`config.mk`:
```
export PLATFORM = sky130hd
export DESIGN_NAME = sdf_bcd
export DESIGN_NICKNAME = d
export VERILOG_FILES = /design/src/hdl/sdf_pkg.sv /design/src/hdl/sdf_bcd.sv
export SDC_FILE = /design/constraint.sdc
export NUM_CORES = 1
export LEC_CHECK = 0
export ABC_AREA = 0
export BUFFER_PORTS_ARGS = -buffer_cell sky130_fd_sc_hd__buf_4
export CAP_MARGIN = 20
export CELL_PAD_IN_SITES_DETAIL_PLACEMENT = 1
export CELL_PAD_IN_SITES_GLOBAL_PLACEMENT = 1
export CORE_MARGIN = 5
export CORE_UTILIZATION = 43
export DETAILED_ROUTE_END_ITERATION = 16
export PLACE_DENSITY_LB_ADDON = 0.1
export SKIP_CTS_REPAIR_TIMING = 1
export SLEW_MARGIN = 15
export SYNTH_ARGS = -nofsm -noshare
export SYNTH_HDL_FRONTEND = slang
export SYNTH_SLANG_ARGS = --single-unit
```
`constraint.sdc`:
```
create_clock -name clk -period 2 [get_ports clk]
set_input_delay 0.3 -clock clk [delete_from_list [all_inputs] [get_ports clk]]
set_output_delay 0.3 -clock clk [all_outputs]
set_load 0.01 [all_outputs]
```
`src/hdl/sdf_pkg.sv`:
```
`default_nettype none

package sdf_pkg;

  localparam int VAL_W   = 32;   // input value width
  localparam int FW_W    = 8;    // field_width width
  localparam int FLAG_W  = 2;    // format_flags width
  localparam int SIZE_W  = 12;   // buffer_size width
  localparam int CHAR_W  = 8;    // character width
  localparam int STAT_W  = 2;    // status width
  localparam int DIGITS  = 10;   // decimal digits of a 32-bit magnitude
  localparam int DCNT_W  = 4;    // holds a digit count up to 11
  localparam int STEP_W  = $clog2(VAL_W);

  localparam logic [CHAR_W-1:0] CH_NUL   = 8'h00;
  localparam logic [CHAR_W-1:0] CH_SPACE = 8'h20;
  localparam logic [CHAR_W-1:0] CH_PLUS  = 8'h2B;
  localparam logic [CHAR_W-1:0] CH_MINUS = 8'h2D;
  localparam logic [CHAR_W-1:0] CH_ZERO  = 8'h30;

  localparam int FLAG_SIGN  = 0;   // always write a sign
  localparam int FLAG_SPACE = 1;   // pad with spaces

  typedef enum logic [STAT_W-1:0] {
    ST_OK    = 2'd0,
    ST_EMPTY = 2'd1,
    ST_SHORT = 2'd2
  } sdf_status_t;

  typedef logic [DIGITS-1:0][3:0] sdf_bcd_t;

  // conversion unit status towards the sequencer
  typedef struct packed {
    logic              done;
    logic [DCNT_W-1:0] ndig;
  } sdf_bcd_stat_t;

endpackage

`default_nettype wire

```
`src/hdl/sdf_bcd.sv`:
```
`default_nettype none

// Bit-serial binary to BCD (shift and add-3), one input bit per cycle.
module sdf_bcd
  import sdf_pkg::*;
(
  input  wire logic             clk,
  input  wire logic             rst_n,
  input  wire logic             start_i,
  input  wire logic [VAL_W-1:0] mag_i,
  output sdf_bcd_stat_t         stat_o,
  output sdf_bcd_t              digits_o
);

  logic                  busy_r, busy_nxt;
  logic                  done_r, done_nxt;
  logic [STEP_W-1:0]     step_r, step_nxt;
  logic [VAL_W-1:0]      shreg_r, shreg_nxt;
  sdf_bcd_t              bcd_r, bcd_nxt;
  sdf_bcd_t              adj;
  logic [DIGITS*4-1:0]   adj_flat;
  logic [DCNT_W-1:0]     ndig;
  logic                  digits_ok;

  always_comb begin
    for (int i = 0; i < DIGITS; i++) begin
      adj[i] = (bcd_r[i] >= 4'd5) ? bcd_r[i] + 4'd3 : bcd_r[i];
    end
  end

  assign adj_flat = adj;

  always_comb begin
    busy_nxt  = busy_r;
    done_nxt  = 1'b0;
    step_nxt  = step_r;
    shreg_nxt = shreg_r;
    bcd_nxt   = bcd_r;
    if (start_i) begin
      busy_nxt  = 1'b1;
      step_nxt  = '0;
      shreg_nxt = mag_i;
      bcd_nxt   = '0;
    end else if (busy_r) begin
      bcd_nxt   = {adj_flat[DIGITS*4-2:0], shreg_r[VAL_W-1]};
      shreg_nxt = {shreg_r[VAL_W-2:0], 1'b0};
      step_nxt  = step_r + 1'b1;
      if (step_r == STEP_W'(VAL_W-1)) begin
        busy_nxt = 1'b0;
        done_nxt = 1'b1;
      end
    end
  end

  always_ff @(posedge clk) begin
    if (!rst_n) begin
      busy_r <= 1'b0;
      done_r <= 1'b0;
    end else begin
      busy_r <= busy_nxt;
      done_r <= done_nxt;
    end
    step_r  <= step_nxt;
    shreg_r <= shreg_nxt;
    bcd_r   <= bcd_nxt;
  end

  // leading digit position; zero still counts as one digit
  always_comb begin
    ndig = DCNT_W'(1);
    for (int i = 1; i < DIGITS; i++) begin
      if (bcd_r[i] != 4'd0) ndig = DCNT_W'(i + 1);
    end
  end

  always_comb begin
    digits_ok = 1'b1;
    for (int i = 0; i < DIGITS; i++) begin
      if (bcd_r[i] > 4'd9) digits_ok = 1'b0;
    end
  end

  assign stat_o.done = done_r;
  assign stat_o.ndig = ndig;
  assign digits_o    = bcd_r;

  a_start_busy: assert property (@(posedge clk) disable iff (!rst_n)
    start_i |=> busy_r) else $error("conversion did not start");
  a_done_idle: assert property (@(posedge clk) disable iff (!rst_n)
    done_r |-> !busy_r) else $error("done while still shifting");
  a_digits: assert property (@(posedge clk) disable iff (!rst_n)
    done_r |-> digits_ok) else $error("non-decimal digit after conversion");

endmodule

`default_nettype wire

```
==> flow_metrics.tcl <==
set metrics [dict create \
    outcome "finished, violations left" \
    violations "negative setup slack" \
    postPlaceCellArea_mm2 0.00480 \
    pin_count 80 \
    synthXorXnorAreaFrac_pct 4.55 \
    critical_path_class "register to primary output" \
    rsz0062_at_grt "true" \
    core_area_mm2 0.00920 \
    synth.distinct_cells 33 \
    numClockSinks 79 \
    synth_simple_gate_area_share_pct 14.1 \
    place_ws_ps 70.4 \
    hold_viol 0 \
    yosysSeqAreaShare_pct 47.1 \
    vias 3114 \
    drv_slew 0 \
    synthMuxAreaShare_pct 12.2 \
    dp_hpwl_mm 6.76 \
    first_pass_iters 4 \
    synth_warnings 0 \
    wl_per_cell_um 16.9 \
    drt_iter0_drc 68 \
    synth_edf_count 32 \
    p_per_area_mw_per_mm2 674 \
    synth_top_family_by_area "simple AND/OR/NAND/NOR gates" \
    synth.area.top_cells "edfxtp_1, dfxtp_1, mux2_2, ha_1, nand2b_1" \
    cp.arrival_ps 1860 \
    fmax_mhz 463 \
    hp-class "input pin to register" \
    clk-insertion-delay-late_ps 350 \
    antenna_found_initial 0 \
    grt_max_degree 33 \
    slew_headroom_pct 75.2 \
    fin_crit_sh_pct 108 \
    irDropWorstVdd_uv 413 \
    synth_top_area_cell "edfxtp_1" \
    portBuffers 79 \
    drt-vias-per-instance 5.28 \
    cp.required_ps 1700 \
    skew_ps 13.4 \
    drv_cap 0 \
    utilization_pct 57.3 \
    numCtsBuffers 9 \
    synthAdderAreaFrac_pct 7.74 \
    cp_max_fo 4 \
    initial_core_util_pct 43.9 \
    dp_cells 567 \
    final_area_mm2 0.00527 \
    diodes 0 \
    p_leak_nw 2.05 \
    routed_wl_mm 9.95 \
    instances_no_fill 590 \
    hold-worst-slack_ps 188 \
    grt.total_usage_pct 17.0 \
    finalCriticalPeriod_ps 2160 \
    clockBufferDepth 2 \
    num_rows 35 \
    synthesis.area_mm2 0.00404 \
    gp_congestion 0.786 \
    cts_tree "built" \
    grt_pass1_wl_mm 15.7 \
    die_w_um 107 \
    drive_above_1_share_pct 40.5 \
    synth_top_flop_cell "dfxtp_1" \
    setup_viol 3 \
    area_growth_syn_to_layout_pct 30.5 \
    htreeDepth 3 \
    tightest_slew_ps 372 \
    cts.root.buffer_cell "clkbuf_8" \
    grt_overflow 0 \
    cp-start-kind "register" \
    end_kind "primary output" \
    synth_seq_cells 79 \
    syn_nets 444 \
    syn_avg_cell_area_um2 10.5 \
    clk_pin_slew_ps 80 \
    antenna_left 0 \
    fin_nets 534 \
    synth-compound-area-share_pct 10.3 \
    fin_tns_setup_ps -366 \
    synth.top_cell.area_share_pct 23.8 \
    power.total_mw 3.56 \
    dieArea_mm2 0.0114 \
    die_h_um 107 \
    setup_ws_ps -159 \
    synth-async-reset-ratio_pct 0 \
    r2r_cells 7 \
    netlist_instances 384 \
    drc 0 \
    grt_pass1_vias 3219 \
    holdPathStages 2 \
]
==> critical path: stages (launching register included) <==
cell and delay, ps:
dfxtp_2 350, inv_4 80, ha_4 120, or3b_4 400
a21oi_2 120, o21ai_1 80, a31oi_1 210, buf_4 170
==> synthesized netlist by cell type, types with 3 or more instances <==
| cell | count |
|---|---|
| edfxtp_1 | 32 |
| nor2_1 | 10 |
| a21oi_1 | 31 |
| o22ai_1 | 20 |
| o21ai_0 | 20 |
| nand3_1 | 12 |
| nand2b_1 | 38 |
| xnor2_1 | 19 |
| inv_1 | 21 |
| nor3b_1 | 7 |
| clkbuf_1 | 7 |
| mux2_2 | 41 |
| nand2_1 | 14 |
| ha_1 | 25 |
| nand3b_1 | 8 |
| dfxtp_1 | 47 |
| mux2i_1 | 3 |
| buf_2 | 9 |
==> logic make-up after synthesis <==
kind of cell / count (synthesis)
AOI/OAI and AO/OA: 77
xor gates and xnor gates: 21
and+or+nand+nor: 98
muxes: 44
buffers and inverters: 40
adders and majority gates: 25
DFF: 79
==> state kept, by name, summed over array words and instances, names as in the netlist <==
register  cells
done_r        1
busy_r        1
shreg_r      32
step_r        5
digits_o     40
==> power breakdown <==
part / switching (mW) / internal, mW / leakage, nW / total, mW
combinational: 0.140 / 0.168 / 1.22 / 0.308
sequential: 0.0364 / 1.77 / 0.708 / 1.80
clock: 0.607 / 0.839 / 0.121 / 1.45
==> final timing paths <==
kind | startpoint | end | slack [ps]
hold / removal | rst_n | busy_r$_SDFF_PN0_ | 190
hold reg to reg | shreg_r[31]$_DFFE_PP_ | digits_o[0]$_SDFFE_PP0P_ | 510
setup / recovery | digits_o[13]$_SDFFE_PP0P_ | stat_o[0] | -160
setup reg to reg | digits_o[16]$_SDFFE_PP0P_ | digits_o[18]$_SDFFE_PP0P_ | 230
==> placed cells by master, fill, tap and decap left out, types with 2 or more instances in the layout <==
cell type and n:
inv_1 11, o21ai_0 20, nor2_1 9, buf_4 95, nand2_1 14, xnor2_1 19
dfxtp_2 7, dfxtp_4 4, clkbuf_8 9, nand3b_1 8, edfxtp_1 32, inv_4 4
nand3_1 12, inv_2 6, or3b_4 3, mux2_2 41, buf_12 2, ha_4 5
a21oi_2 2, o22ai_1 20, nor3b_2 3, ha_1 20, xor2_1 2, clkinv_4 2
nor3b_4 3, a21oi_1 29, nand2b_1 38, dfxtp_1 36, bufinv_16 3, o21ai_1 2
mux2i_1 3
==> area by class of cell <==
type	instances	area, um2
Sequential cell	79	1930
Inverter	21	88.8
Multi-Input combinational cell	265	2110
Clock buffer	10	128
Timing Repair Buffer	98	764
Tap cell	111	139
Fill cell	1005	3920
Clock inverter	6	116
==> per-layer routing <==
layer | routed length, um | GRT usage (%)
met1 | 4440 | 21.5
met2 | 5100 | 29.4
met3 | 351 | 3.85
met4 | 64 | 4.47
met5 | 0 | 0
No activity file was read; power rests on OpenSTA's default activity.
